--- src/assert_macros.svh ---
// Assertion macros shared by the pulse fitter RTL.
// No dependencies; included inside module bodies.
`ifndef ASSERT_MACROS_SVH
`define ASSERT_MACROS_SVH

// Same-cycle implication, disabled during reset.
`define ASSERT_IMPLIES(label, clk, rst_n, ante, cons, msg) \
    label: assert property (@(posedge clk) disable iff (!rst_n) (ante) |-> (cons)) \
        else $error(msg);

// Next-cycle implication, disabled during reset.
`define ASSERT_NEXT(label, clk, rst_n, ante, cons, msg) \
    label: assert property (@(posedge clk) disable iff (!rst_n) (ante) |=> (cons)) \
        else $error(msg);

`endif

--- src/pat_pkg.sv ---
// Package for the pulse amplitude/time fitter: payload types, codes, constants.
// No dependencies.
package pat_pkg;

    // sizes
    localparam int MAX_SAMPLES = 64;
    localparam int ADDR_W      = $clog2(MAX_SAMPLES);
    localparam int CNT_W       = ADDR_W + 1;
    localparam int FIT_POINTS  = 6;
    localparam int NP_W        = $clog2(FIT_POINTS + 1);

    // arithmetic widths
    localparam int MUL_W  = 24;
    localparam int PROD_W = 2 * MUL_W;
    localparam int DIV_W  = 48;
    localparam int DVS_W  = 32;

    // fixed levels
    localparam logic [9:0]         OVF_LEVEL     = 10'd900;
    localparam logic [9:0]         MIN_TIMED_AMP = 10'd10;
    localparam logic signed [15:0] NO_TIME_Q88   = -16'sd512;
    localparam int                 TIME_OFFSET   = 7 * 256;

    // result status codes
    localparam logic [2:0] STAT_OK      = 3'd0;
    localparam logic [2:0] STAT_EMPTY   = 3'd1;
    localparam logic [2:0] STAT_BAD_PED = 3'd2;
    localparam logic [2:0] STAT_NO_TIME = 3'd3;
    localparam logic [2:0] STAT_OVF     = 3'd4;

    // configuration register indexes
    localparam logic [1:0] CFG_PED_EN    = 2'd0;
    localparam logic [1:0] CFG_PRESAMPLE = 2'd1;
    localparam logic [1:0] CFG_AMP_FLOOR = 2'd2;

    typedef struct packed {
        logic [9:0] sample_value;
        logic       sample_present;
        logic       last_sample;
    } t_in_item;

    typedef struct packed {
        logic [9:0]         amplitude;
        logic signed [15:0] pulse_time;
        logic               overflow_seen;
        logic [2:0]         fit_status;
    } t_out_item;

endpackage

--- src/pulse_amplitude_time_fitter.sv ---
// Pulse amplitude and leading-edge time fitter, top level.
// Depends on pat_pkg, pat_divider and assert_macros.svh.
//
//   channel   direction  handshake                   payload
//   input     in         i_valid / o_stall           i_item  (t_in_item)
//   result    out        o_valid / i_stall           o_item  (t_out_item)
//   config    in         i_cfg_valid / o_cfg_ready   i_cfg_index, i_cfg_data
//
// Samples load one per cycle, while o_stall is low, into a 64-entry sample
// RAM. The item with last_sample starts evaluation: the edge scan walks back
// over the samples, the fit accumulates each point on the shared 24x24
// multiplier, the line crossing is formed from the sums, and the restoring
// divider produces the time. o_stall stays high for the whole evaluation and
// until the result register is free. Reset is synchronous.
module pulse_amplitude_time_fitter (
    input  logic               i_clk,
    input  logic               i_rst_n,
    input  logic               i_valid,
    output logic               o_stall,
    input  pat_pkg::t_in_item  i_item,
    output logic               o_valid,
    input  logic               i_stall,
    output pat_pkg::t_out_item o_item,
    input  logic               i_cfg_valid,
    output logic               o_cfg_ready,
    input  logic [1:0]         i_cfg_index,
    input  logic [9:0]         i_cfg_data
);
    import pat_pkg::*;
    `include "assert_macros.svh"

    typedef enum logic [4:0] {
        ST_LOAD, ST_EVAL, ST_SCAN, ST_SCAN_CHK,
        ST_FIT_SEL, ST_FIT_MXY, ST_FIT_MXX, ST_FIT_ACC, ST_FIT_CHK,
        ST_DET1, ST_DET2, ST_DET3, ST_SLP,
        ST_NUM1, ST_NUM2, ST_NUM3, ST_NUM4, ST_NUM5,
        ST_DEN, ST_DIV, ST_FIN, ST_OUT
    } t_state;

    t_state r_state;

    // configuration
    logic       r_ped_en;
    logic [6:0] r_presample;
    logic [9:0] r_floor;

    // pulse state
    logic [CNT_W-1:0] r_count;
    logic [9:0]       r_peak;
    logic [6:0]       r_rep;
    logic [6:0]       r_ped_seen;

    // sample RAM
    logic [9:0]        r_mem [MAX_SAMPLES];
    logic [9:0]        r_rd;
    logic [ADDR_W-1:0] n_raddr;

    // evaluation registers
    logic [9:0]        r_amp;
    logic              r_ovf;
    logic [CNT_W-1:0]  r_pos;
    logic signed [7:0] r_up;
    logic [CNT_W-1:0]  r_dn;
    logic [NP_W-1:0]   r_np;
    logic              r_phase_b;
    logic [ADDR_W-1:0] r_idx;
    logic [ADDR_W-1:0] r_x;
    logic [9:0]        r_y;
    logic [8:0]        r_sx;
    logic [12:0]       r_sy;
    logic [14:0]       r_sxx;
    logic [18:0]       r_sxy;
    logic signed [MUL_W-1:0]  r_tmp;
    logic signed [MUL_W-1:0]  r_det;
    logic signed [MUL_W-1:0]  r_slope;
    logic signed [MUL_W-1:0]  r_t1;
    logic signed [PROD_W-1:0] r_num;
    logic signed [PROD_W-1:0] r_prod;
    logic                     r_neg;

    // result
    logic signed [15:0] r_res_time;
    logic [2:0]         r_res_status;
    t_out_item          r_out;
    logic               r_out_valid;

    // combinational helpers
    logic                     n_accept;
    logic                     n_store;
    logic signed [MUL_W-1:0]  n_mul_a;
    logic signed [MUL_W-1:0]  n_mul_b;
    logic [ADDR_W-1:0]        n_x;
    logic [14:0]              n_s20;
    logic [14:0]              n_a7;
    logic [12:0]              n_amp7;
    logic [17:0]              n_sy20;
    logic [13:0]              n_sx20;
    logic [MUL_W-1:0]         n_np20;
    logic signed [MUL_W-1:0]  n_slope;
    logic [9:0]               n_amp;
    logic                     n_ovf;
    logic signed [PROD_W-1:0] n_den;
    logic signed [PROD_W-1:0] n_num;
    logic [PROD_W-1:0]        n_mag;
    logic                     n_div_start;
    logic [DIV_W-1:0]         n_dividend;
    logic [DVS_W-1:0]         n_divisor;
    logic                     w_div_done;
    logic [DIV_W-1:0]         w_quot;
    logic signed [DIV_W+1:0]  n_q;

    assign n_accept = i_valid && !o_stall;
    assign n_store  = n_accept && i_item.sample_present && (r_count < CNT_W'(MAX_SAMPLES));

    // constant scalings
    assign n_x    = ADDR_W'(r_count - CNT_W'(r_idx) - 1'b1);
    assign n_s20  = 15'(r_rd) * 15'd20;
    assign n_amp7 = 13'(r_amp) * 13'd7;
    assign n_a7   = 15'(n_amp7);
    assign n_sy20 = 18'(r_sy) * 18'd20;
    assign n_sx20 = 14'(r_sx) * 14'd20;
    assign n_np20 = MUL_W'(r_np) * MUL_W'(20);
    assign n_slope = r_tmp - MUL_W'(r_prod);

    // amplitude and overflow from the loaded pulse
    assign n_ovf = (r_peak > OVF_LEVEL) && (r_rep > 7'd2);
    assign n_amp = (r_peak < r_floor) ? 10'd0 : r_peak;

    // denominator sign normalization ahead of the divider
    always_comb begin
        n_den = r_prod;
        n_num = r_num;
        if (r_prod < 0) begin
            n_den = -r_prod;
            n_num = -r_num;
        end
        n_mag       = (n_num < 0) ? PROD_W'(-n_num) : PROD_W'(n_num);
        n_dividend  = DIV_W'((n_mag << 9) + PROD_W'(n_den));
        n_divisor   = DVS_W'(n_den << 1);
        n_div_start = (r_state == ST_DEN);
    end

    // shared multiplier operand select and read address
    always_comb begin
        n_mul_a = '0;
        n_mul_b = '0;
        n_raddr = ADDR_W'(r_pos - 1'b1);
        unique case (r_state)
            ST_FIT_SEL: n_raddr = r_phase_b ? ADDR_W'(r_dn) : ADDR_W'(r_up);
            ST_FIT_MXY: begin
                n_mul_a = MUL_W'(n_x);
                n_mul_b = MUL_W'(r_rd);
            end
            ST_FIT_MXX: begin
                n_mul_a = MUL_W'(r_x);
                n_mul_b = MUL_W'(r_x);
            end
            ST_DET1: begin
                n_mul_a = MUL_W'(r_np);
                n_mul_b = MUL_W'(r_sxx);
            end
            ST_DET2: begin
                n_mul_a = MUL_W'(r_sx);
                n_mul_b = MUL_W'(r_sx);
            end
            ST_DET3: begin
                n_mul_a = MUL_W'(r_np);
                n_mul_b = MUL_W'(r_sxy);
            end
            ST_SLP: begin
                n_mul_a = MUL_W'(r_sx);
                n_mul_b = MUL_W'(r_sy);
            end
            ST_NUM1: begin
                n_mul_a = MUL_W'(n_amp7);
                n_mul_b = MUL_W'(r_np);
            end
            ST_NUM3: begin
                n_mul_a = r_t1;
                n_mul_b = r_det;
            end
            ST_NUM4: begin
                n_mul_a = MUL_W'(n_sx20);
                n_mul_b = r_slope;
            end
            ST_NUM5: begin
                n_mul_a = n_np20;
                n_mul_b = r_slope;
            end
            default: ;
        endcase
    end

    // rounded quotient with sign, offset removed
    always_comb begin
        n_q = $signed({2'b00, w_quot});
        if (r_neg) n_q = -n_q;
        n_q = n_q - (DIV_W+2)'(TIME_OFFSET);
    end

    // sample RAM: write during load, registered read
    always_ff @(posedge i_clk) begin
        if (n_store) begin
            r_mem[r_count[ADDR_W-1:0]] <= i_item.sample_value;
        end
        r_rd <= r_mem[n_raddr];
    end

    // shared multiplier, registered product
    always_ff @(posedge i_clk) begin
        r_prod <= n_mul_a * n_mul_b;
    end

    // configuration writes
    always_ff @(posedge i_clk) begin
        if (!i_rst_n) begin
            r_ped_en    <= 1'b0;
            r_presample <= '0;
            r_floor     <= '0;
        end else if (i_cfg_valid && o_cfg_ready) begin
            unique case (i_cfg_index)
                CFG_PED_EN:    r_ped_en    <= i_cfg_data[0];
                CFG_PRESAMPLE: r_presample <= i_cfg_data[6:0];
                CFG_AMP_FLOOR: r_floor     <= i_cfg_data;
                default: ;
            endcase
        end
    end

    // sequencer
    always_ff @(posedge i_clk) begin
        if (!i_rst_n) begin
            r_state     <= ST_LOAD;
            r_count     <= '0;
            r_peak      <= '0;
            r_rep       <= '0;
            r_ped_seen  <= '0;
            r_out_valid <= 1'b0;
        end else begin
            // ST_OUT reloads the result register itself
            if (r_out_valid && !i_stall && r_state != ST_OUT) r_out_valid <= 1'b0;
            unique case (r_state)
                ST_LOAD: begin
                    if (n_store) begin
                        r_count <= r_count + 1'b1;
                        if (i_item.sample_value > r_peak) begin
                            r_peak <= i_item.sample_value;
                            r_rep  <= 7'd1;
                        end else if (i_item.sample_value == r_peak && r_rep != 7'd127) begin
                            r_rep <= r_rep + 1'b1;
                        end
                        if (r_ped_en && r_ped_seen < r_presample)
                            r_ped_seen <= r_ped_seen + 1'b1;
                    end
                    if (n_accept && i_item.last_sample) r_state <= ST_EVAL;
                end
                ST_EVAL: begin
                    r_res_time <= NO_TIME_Q88;
                    r_amp      <= '0;
                    r_ovf      <= 1'b0;
                    r_pos      <= r_count;
                    if (r_count == '0) begin
                        r_res_status <= STAT_EMPTY;
                        r_state      <= ST_OUT;
                    end else if (r_ped_en && r_ped_seen == '0) begin
                        r_res_status <= STAT_BAD_PED;
                        r_state      <= ST_OUT;
                    end else begin
                        r_amp        <= n_amp;
                        r_ovf        <= n_ovf;
                        r_res_status <= STAT_OK;
                        r_state      <= (n_amp < MIN_TIMED_AMP) ? ST_OUT : ST_SCAN;
                    end
                end
                // walk back from the latest sample while at or under 0.35 of amplitude
                ST_SCAN: begin
                    if (r_pos == '0) begin
                        r_res_status <= STAT_NO_TIME;
                        r_state      <= ST_OUT;
                    end else begin
                        r_state <= ST_SCAN_CHK;
                    end
                end
                ST_SCAN_CHK: begin
                    if (n_s20 <= n_a7) begin
                        r_pos   <= r_pos - 1'b1;
                        r_state <= ST_SCAN;
                    end else if (r_pos == r_count - 1'b1) begin
                        r_res_status <= STAT_NO_TIME;
                        r_state      <= ST_OUT;
                    end else begin
                        r_up      <= $signed(8'(r_pos)) - 8'sd1;
                        r_dn      <= r_pos;
                        r_np      <= '0;
                        r_phase_b <= 1'b0;
                        r_sx      <= '0;
                        r_sy      <= '0;
                        r_sxx     <= '0;
                        r_sxy     <= '0;
                        r_state   <= ST_FIT_SEL;
                    end
                end
                // pick the next fit point, alternating before and after the edge
                ST_FIT_SEL: begin
                    if (!r_phase_b) begin
                        r_idx <= ADDR_W'(r_up);
                        if (!r_up[7]) begin
                            r_state <= ST_FIT_MXY;
                        end else begin
                            r_phase_b <= 1'b1;
                        end
                    end else begin
                        r_idx   <= ADDR_W'(r_dn);
                        r_state <= (r_dn < r_count) ? ST_FIT_MXY : ST_FIT_CHK;
                    end
                end
                ST_FIT_MXY: begin
                    r_x     <= n_x;
                    r_y     <= r_rd;
                    r_state <= ST_FIT_MXX;
                end
                ST_FIT_MXX: begin
                    r_sxy   <= r_sxy + 19'(r_prod);
                    r_state <= ST_FIT_ACC;
                end
                ST_FIT_ACC: begin
                    r_sxx <= r_sxx + 15'(r_prod);
                    r_sx  <= r_sx + 9'(r_x);
                    r_sy  <= r_sy + 13'(r_y);
                    r_np  <= r_np + 1'b1;
                    if (!r_phase_b) begin
                        r_up      <= r_up - 8'sd1;
                        r_phase_b <= 1'b1;
                        r_state   <= ST_FIT_SEL;
                    end else begin
                        r_dn    <= r_dn + 1'b1;
                        r_state <= ST_FIT_CHK;
                    end
                end
                ST_FIT_CHK: begin
                    r_phase_b <= 1'b0;
                    if (r_np < NP_W'(FIT_POINTS) && !(r_dn >= r_count && r_up[7]))
                        r_state <= ST_FIT_SEL;
                    else
                        r_state <= ST_DET1;
                end
                // determinant and slope numerator
                ST_DET1: r_state <= ST_DET2;
                ST_DET2: begin
                    r_tmp   <= MUL_W'(r_prod);
                    r_state <= ST_DET3;
                end
                ST_DET3: begin
                    r_det   <= r_tmp - MUL_W'(r_prod);
                    r_state <= ST_SLP;
                end
                ST_SLP: begin
                    r_tmp   <= MUL_W'(r_prod);
                    r_state <= ST_NUM1;
                end
                ST_NUM1: begin
                    r_slope <= n_slope;
                    if (r_det == '0 || n_slope == '0) begin
                        r_res_status <= STAT_NO_TIME;
                        r_state      <= ST_OUT;
                    end else begin
                        r_state <= ST_NUM2;
                    end
                end
                // crossing numerator and denominator
                ST_NUM2: begin
                    r_t1    <= MUL_W'(r_prod) - $signed(MUL_W'(n_sy20));
                    r_state <= ST_NUM3;
                end
                ST_NUM3: r_state <= ST_NUM4;
                ST_NUM4: begin
                    r_num   <= r_prod;
                    r_state <= ST_NUM5;
                end
                ST_NUM5: begin
                    r_num   <= r_num + r_prod;
                    r_state <= ST_DEN;
                end
                ST_DEN: begin
                    r_neg   <= (n_num < 0);
                    r_state <= ST_DIV;
                end
                ST_DIV: begin
                    if (w_div_done) r_state <= ST_FIN;
                end
                ST_FIN: begin
                    if (n_q > (DIV_W+2)'(32767))
                        r_res_time <= 16'sh7fff;
                    else if (n_q < -(DIV_W+2)'(32768))
                        r_res_time <= -16'sh8000;
                    else
                        r_res_time <= 16'(n_q);
                    r_res_status <= r_ovf ? STAT_OVF : STAT_OK;
                    r_state      <= ST_OUT;
                end
                // hand over to the result register, clear the pulse
                ST_OUT: begin
                    if (!r_out_valid || !i_stall) begin
                        r_out.amplitude     <= r_amp;
                        r_out.pulse_time    <= r_res_time;
                        r_out.overflow_seen <= r_ovf;
                        r_out.fit_status    <= r_res_status;
                        r_out_valid         <= 1'b1;
                        r_count             <= '0;
                        r_peak              <= '0;
                        r_rep               <= '0;
                        r_ped_seen          <= '0;
                        r_state             <= ST_LOAD;
                    end
                end
                default: r_state <= ST_LOAD;
            endcase
        end
    end

    pat_divider u_div (
        .i_clk      (i_clk),
        .i_rst_n    (i_rst_n),
        .i_start    (n_div_start),
        .i_dividend (n_dividend),
        .i_divisor  (n_divisor),
        .o_done     (w_div_done),
        .o_quotient (w_quot)
    );

    assign o_stall     = (r_state != ST_LOAD);
    assign o_valid     = r_out_valid;
    assign o_item      = r_out;
    assign o_cfg_ready = 1'b1;

    `ASSERT_IMPLIES(a_count_range, i_clk, i_rst_n, 1'b1, r_count <= CNT_W'(MAX_SAMPLES), "sample count past capacity")
    `ASSERT_NEXT(a_last_evals, i_clk, i_rst_n, n_accept && i_item.last_sample, r_state == ST_EVAL, "last transfer did not start evaluation")
    `ASSERT_IMPLIES(a_result_from_out, i_clk, i_rst_n, $rose(o_valid), $past(r_state == ST_OUT), "result without hand-over")

endmodule

--- src/pat_divider.sv ---
// Restoring unsigned divider, one quotient bit per cycle.
// Depends on pat_pkg (widths) and assert_macros.svh.
module pat_divider (
    input  logic                      i_clk,
    input  logic                      i_rst_n,
    input  logic                      i_start,
    input  logic [pat_pkg::DIV_W-1:0] i_dividend,
    input  logic [pat_pkg::DVS_W-1:0] i_divisor,
    output logic                      o_done,
    output logic [pat_pkg::DIV_W-1:0] o_quotient
);
    import pat_pkg::*;
    `include "assert_macros.svh"

    localparam int STEP_W = $clog2(DIV_W);

    logic              r_busy;
    logic              r_done;
    logic [STEP_W-1:0] r_step;
    logic [DIV_W-1:0]  r_quo;
    logic [DVS_W-1:0]  r_rem;
    logic [DVS_W-1:0]  r_dvs;
    logic [DVS_W-1:0]  n_trial;
    logic              n_fit;

    // trial subtract of the next dividend bit
    assign n_trial = {r_rem[DVS_W-2:0], r_quo[DIV_W-1]};
    assign n_fit   = (n_trial >= r_dvs);

    always_ff @(posedge i_clk) begin
        if (!i_rst_n) begin
            r_busy <= 1'b0;
            r_done <= 1'b0;
            r_step <= '0;
        end else begin
            r_done <= 1'b0;
            if (i_start) begin
                r_busy <= 1'b1;
                r_step <= STEP_W'(DIV_W - 1);
                r_quo  <= i_dividend;
                r_rem  <= '0;
                r_dvs  <= i_divisor;
            end else if (r_busy) begin
                r_rem <= n_fit ? (n_trial - r_dvs) : n_trial;
                r_quo <= {r_quo[DIV_W-2:0], n_fit};
                if (r_step == '0) begin
                    r_busy <= 1'b0;
                    r_done <= 1'b1;
                end else begin
                    r_step <= r_step - 1'b1;
                end
            end
        end
    end

    assign o_done     = r_done;
    assign o_quotient = r_quo;

    `ASSERT_IMPLIES(a_no_restart, i_clk, i_rst_n, i_start, !r_busy, "divider restarted while busy")
    `ASSERT_IMPLIES(a_done_after_busy, i_clk, i_rst_n, o_done, $past(r_busy), "done without run")
    `ASSERT_NEXT(a_start_busy, i_clk, i_rst_n, i_start, r_busy, "divider idle after start")

endmodule
--- config.mk ---
export PLATFORM = sky130hd
export DESIGN_NAME = pulse_amplitude_time_fitter
export DESIGN_NICKNAME = d
export VERILOG_FILES = /design/src/pat_pkg.sv /design/src/pulse_amplitude_time_fitter.sv /design/src/pat_divider.sv
export VERILOG_INCLUDE_DIRS = /design/src /design/src/src
export SDC_FILE = /design/constraint.sdc
export NUM_CORES = 2
export LEC_CHECK = 0
export ABC_AREA = 1
export ABC_CLOCK_PERIOD_IN_PS = 15900
export BUFFER_PORTS_ARGS = -buffer_cell sky130_fd_sc_hd__buf_2
export CAP_MARGIN = 5
export CORE_MARGIN = 8
export CORE_UTILIZATION = 35
export DETAILED_ROUTE_END_ITERATION = 7
export PLACE_DENSITY = 0.55
export SYNTH_ARGS = -nofsm -noshare
export SYNTH_HDL_FRONTEND = slang
export SYNTH_SLANG_ARGS = --single-unit
--- constraint.sdc ---
create_clock -name i_clk -period 15.9 [get_ports i_clk]
set_clock_uncertainty 0.2 [all_clocks]
set_input_delay 3.18 -clock i_clk [delete_from_list [all_inputs] [get_ports i_clk]]
set_output_delay 3.18 -clock i_clk [all_outputs]
set_load 0.01 [all_outputs]
* Yosys cells after proc, flatten, opt, wreduce, memory -nomap -nowiden
Memory sizes are Yosys's and may differ from the RTL's. A register that Yosys moved wholly into a read port is not among the register bits.
Cells that the tools add are included.
** Word-level totals
- Flip-flop bits (word level) :: 530
- RAM bits :: 640
- Output and inout bits :: 33
- Word-level logic and storage cells :: 307
- Memories kept :: 1
** Memories
- r_mem :: depth 64, width 10, rd ports 1, clocked after memory_dff 1, wr ports 1, line pulse_amplitude_time_fitter.sv:54 : logic [9:0] r_mem [MAX_SAMPLES];
** Operators by class
- Add/sub/neg operators :: 26
- $mul :: 6
- Magnitude comparators :: 16
- Equal/unequal tests :: 44
- Mux-type cells :: 97
- Bitwise gates (word level) :: 3
- Reductions and logical operators :: 71
** Operators with widths (number)
- 24-bit one-hot mux with 9 select lines :: 1
- 48-bit two-way mux :: 4
- 24-bit one-hot mux with 8 select lines :: 1
- 5-bit one-hot mux with 22 select lines :: 1
- 48-bit adder :: 2
- 48-bit by 1-bit less-than comparator with 1-bit output (second input constant) :: 2
- 48-bit negation :: 2
- 48-bit one-hot mux with 2 select lines :: 1
- 7-bit two-way mux :: 11
- 7-bit one-hot mux with 2 select lines :: 5
- 31-bit two-way mux :: 2
- 5-bit two-way mux :: 12
- 50-bit by 16-bit greater-than comparator with 1-bit output (second input constant) :: 1
- 50-bit by 16-bit less-than comparator with 1-bit output (second input constant) :: 1
- 50-bit two-way mux :: 1
- 48-bit negation with 50-bit output :: 1
- 50-bit by 12-bit subtractor with 50-bit output (second input constant) :: 1
- 24-bit logical NOT :: 2
- 24-bit by 24-bit multiplier with 48-bit output :: 1
- 5-bit by 4-bit equality test with 1-bit output (second input constant) :: 8
- 10-bit two-way mux :: 4
- 39-bit two-way mux :: 1
- 39-bit negation :: 1
- 19-bit two-way mux :: 2
- other kinds (80) :: 195

* Logic depth before layout (Yosys ltp)
- Depth after elaboration :: 7
- Depth in mapped cells :: 45
- Mapped depth without buffers :: 44

* Modules after synthesis
From an unflattened synthesis, not the netlist that was laid out.
** Second synthesis, totals
- Cell total of the unflattened synthesis :: 10025
- Area total of the unflattened synthesis :: 88452.3 um2
** Modules (own cells, without submodules)
- pulse_amplitude_time_fitter :: times used 1, cells each 9042, area each 80987.7 um2
- pat_divider :: times used 1, cells each 983, area each 7464.7 um2

* Worst setup path after synthesis
No wires, ideal clock.
- Path kind :: reg-to-reg
- From :: register r_amp[2]
- To :: register r_prod[44]
- Library setup time :: 72 ps
- Arrival time :: 8594 ps
- Data required time :: 15628 ps
- Slack :: 7035 ps
- Cell stages (with the launch flop) :: 43
- Buffers on the path :: 1
- Period minus slack after synthesis :: 8865 ps
- Cells stage by stage :: edfxtp_1 > fa_1 > ha_1 > nand3_1 > and2_1 > inv_1 > a21oi_1 > o21ai_0 > nand2_1 > nand2_1 > a21o_1 > nand2_1 > nand2_1 > a21oi_1 > xor2_1 > nor2_1 > nor2_2 > inv_1 > [7 not listed] > fa_1 > inv_1 > fa_1 > inv_1 > fa_1 > inv_1 > fa_1 > ha_1 > nand2_1 > nor2_1 > inv_1 > o21a_1 > o21ai_0 > a21oi_1 > o21bai_1 > nand3_1 > nand3_1 > xor2_1
** On the way
- Word-level cells in the longest chain between the ends :: 3
** RTL lines
- start: declaration :: line pulse_amplitude_time_fitter.sv:59 : logic [9:0] r_amp;
- start signal: assignment :: line pulse_amplitude_time_fitter.sv:269 : r_amp <= n_amp;
- 10-bit by 3-bit multiplier with 13-bit output :: line pulse_amplitude_time_fitter.sv:118 : assign n_amp7 = 13'(r_amp) * 13'd7;
- 24-bit one-hot mux with 8 select lines :: line pulse_amplitude_time_fitter.sv:148 : unique case (r_state)
- 24-bit by 24-bit multiplier with 48-bit output :: line pulse_amplitude_time_fitter.sv:211 : r_prod <= n_mul_a * n_mul_b;
- end signal: assignment :: line pulse_amplitude_time_fitter.sv:211
- end: declaration :: line pulse_amplitude_time_fitter.sv:78 : logic signed [PROD_W-1:0] r_prod;
No other way between the ends.
A chain may end at the register's enable or synchronous reset.

* Worst setup path in the final report
- From :: register r_amp[2]
- To :: register r_prod[46]
The elaborated chain is that of the path after synthesis.

==> run summary <==
status - complete, no violations
Starting Density - 35.2%
#FFs+latches synth - 1,180
1st-iter DRT viols - 5,520
max-capacitance violation count - 0
Placer Congestion - 0.939
share of post-route cells with drive strength above 1 - 5.72%
Mapped Nets - 10,900
Worst setup EP type - flip-flop
worst-path fanout max - 16
DR pass1 iterations - 6
largest net degree at the start of global routing - 162
Max Fclk - 93.4 MHz
Worst EP required - 16.33 ns
Layout fillers - 24,900
hold_buf cts - 0
critical path launch point type - flip-flop
Compound-Gate Fraction of Synth Area - 11.5%
Critical Path Max Stage Delay - 0.61 ns
Layout Cells excl Fill - 13,200
Setup crit start - r_amp[2]
Post-synth top flop - edfxtp_1
worst rel slew slack - 18.1%
Cell Area, Synth - 87,500 µm²
Root Driver - clkbuf_16
vias in the first global route - 68,400
Port-buffer cells - 60
Num CTS Buffers - 120
most used cell, CP - inv_1
post-synthesis adder-cell area fraction - 21.1%
total track usage - 20.1%
Std-Cell Rows - 183
XOR/XNOR Fraction of Synth Area - 3.57%
CTS tree - built
Vias/cell - 5.24
count of different cell masters after synthesis - 69
Tightest Hold Check Type - flip-flop to flip-flop
Post-synth ARST share - 0%
setup ws final - 5.19 ns
hold_sp - r_res_time[3]
syn_area_per_cell - 9.00 µm²
largest family of logic cells by synthesized area - adder cells
commonest non-fill, non-tap cell in the layout - nand2_1
final hold vios - 0
P&R area growth vs syn - 9.72%
EDFF count, synth - 1,059
initial antenna violation count - 4
setup TNS - 0 ns
cts repair resizes - 0
clk slew on worst S/H paths - 0.06 ns
Yosys warning count - 0
most frequent cells in the layout - nand2_1, inv_1, nor2_1
CTS max path bufs - 3
Tot Pwr - 10.1 mW
Routed WL per cell - 21.0 µm
Critical Path AT - 11.13 ns
post-synthesis simple-gate area fraction - 16.7%
worst r2r src - r_amp[2]
RSZ-0062 raised after global routing - false
setup violators final - 0
FF-to-FF setup slack - 5.19 ns
GR Overflow Total - 0
Max VDD drop - 0.101 mV
Seq/Total Area, Yosys - 39.1%
DIE WIDTH - 516 µm
Slew @ Worst Pin - 1.22 ns
core area - 249,000 µm²
Cells after Synth - 9,725
Die Y - 516 µm
Crit-path slowest cell - inv_1
Reg2Reg Depth - 42
worst slack, placed - 5.22 ns
drc violations - 0
die area - 266,000 µm²
placed cells - 12,900
r2r endpoint - r_prod[46]
CTS Sinks - 1,180
clk_lat worst skew - 0.79 ns
Leakage - 40.2 nW
first-pass GRT wire length - 419,000 µm
Hold Path Stages - 0
Tcrit/Tclk final - 67.3%
worst hold path endpoint - o_item[7]
Net count, final - 10,800
DRT antenna net count - 0
max-slew violations - 0
via count - 68,800
WL final - 276,000 µm
hpwl dp - 206,000 µm
Setup Buffers After CTS - 0
CTS H-Tree Depth - 3
power density over cell area - 105 nW/µm²
mux cell area share after synthesis - 0%
WS Path Type - flip-flop to flip-flop
I/O pin cnt - 62
clock period minus worst slack - 10.71 ns
## power by group
group,total [mW],switching (mW),internal (mW)
clock,3.01,1.31,1.70
sequential,3.61,0.126,3.48
combinational,3.46,2.42,1.04
## cells in the mapped netlist (95+ instances only)
cell / count / share of area [%]
nor2_1: 1171 / 5.0
o221ai_1: 95 / 0.95
xor2_1: 232 / 2.3
o211ai_1: 104 / 0.89
edfxtp_1: 1059 / 36
o21ai_0: 717 / 4.1
nand3_1: 319 / 1.8
fa_1: 630 / 14
ha_1: 471 / 6.7
nand2_1: 1629 / 7.0
a21oi_1: 473 / 2.7
dfxtp_1: 121 / 2.8
inv_1: 1502 / 6.4
clkbuf_1: 284 / 1.2
xnor2_1: 125 / 1.3
## critical path: cells and delay by family (launching register included)
kind	cells	cell delay, ns
fa+ha+maj	10	4.79
compound gates	11	1.99
simple gates	10	1.48
buf+inv	9	1.14
flops	1	0.51
xor+xnor	2	0.41
## per-stage QoR
| step | utilization, % | hold slack (ns) | instance area, µm² |
|---|---|---|---|
| floorplan | - | 0.200 | 87500 |
| finish | 38.6 | 0.219 | 96000 |
| CTS | 38.6 | 0.221 | 96000 |
| global placement | 36.9 | 0.207 | 91900 |
| global route | 38.6 | 0.225 | 96000 |
| detailed placement | 36.9 | 0.206 | 91900 |
## metal layers
metal / GRT usage (%) / vias to the layer above / wire [µm]
met4: 6.43 / 2 / 10000
met3: 2.14 / 468 / 15500
li1: - / 32200 / -
met1: 27.3 / 33900 / 121000
met5: 0 / - / 13
met2: 33.6 / 2221 / 129000
## flip-flops by register name, summed over array words and instances (netlist names), 9 cells and up
name and count:
r_slope 24, r_rd 10, u_div.o_quotient 48, r_sxx 15
r_t1 24, r_det 24, u_div.r_rem 31, u_div.r_dvs 31
r_y 10, r_res_time 16, r_sy 13, r_mem 640
r_amp 10, r_sx 9, r_peak 10, r_num 48
r_tmp 24, r_floor 10, r_sxy 19, r_prod 48
o_item 30
## logic make-up after synthesis
logic type      count (synthesis)
xor+xnor                      357
flops                        1180
simple gates                 3507
buf+inv                      1844
compound gates               1735
fa+ha+maj                    1101
other cells                     1
## area by class of cell
type,count,area [µm²],area share (%)
diodes,2,5.00,0.00521
clock buffers,143,3150,3.28
clock inverters,82,993,1.03
inverters,1532,5760,6.00
multi-input cells,6701,46500,48.4
flip-flops and latches,1180,34200,35.6
well taps,3330,4170,4.34
repair buffers,180,1230,1.28
## worst max path at each step
stage | slack [ns] | cells past startpoint | to
6_report | 5.19 | 42 | r_prod[46]
5_1_grt | 4.62 | 41 | r_prod[42]
4_1_cts | 5.17 | 41 | r_prod[42]
3_5_place_dp | 5.22 | 41 | r_prod[42]
3_3_place_gp | 5.41 | 39 | r_prod[44]
2_1_floorplan | 7.03 | 42 | r_prod[44]
Note: power is estimated with default switching activity, not from simulation.
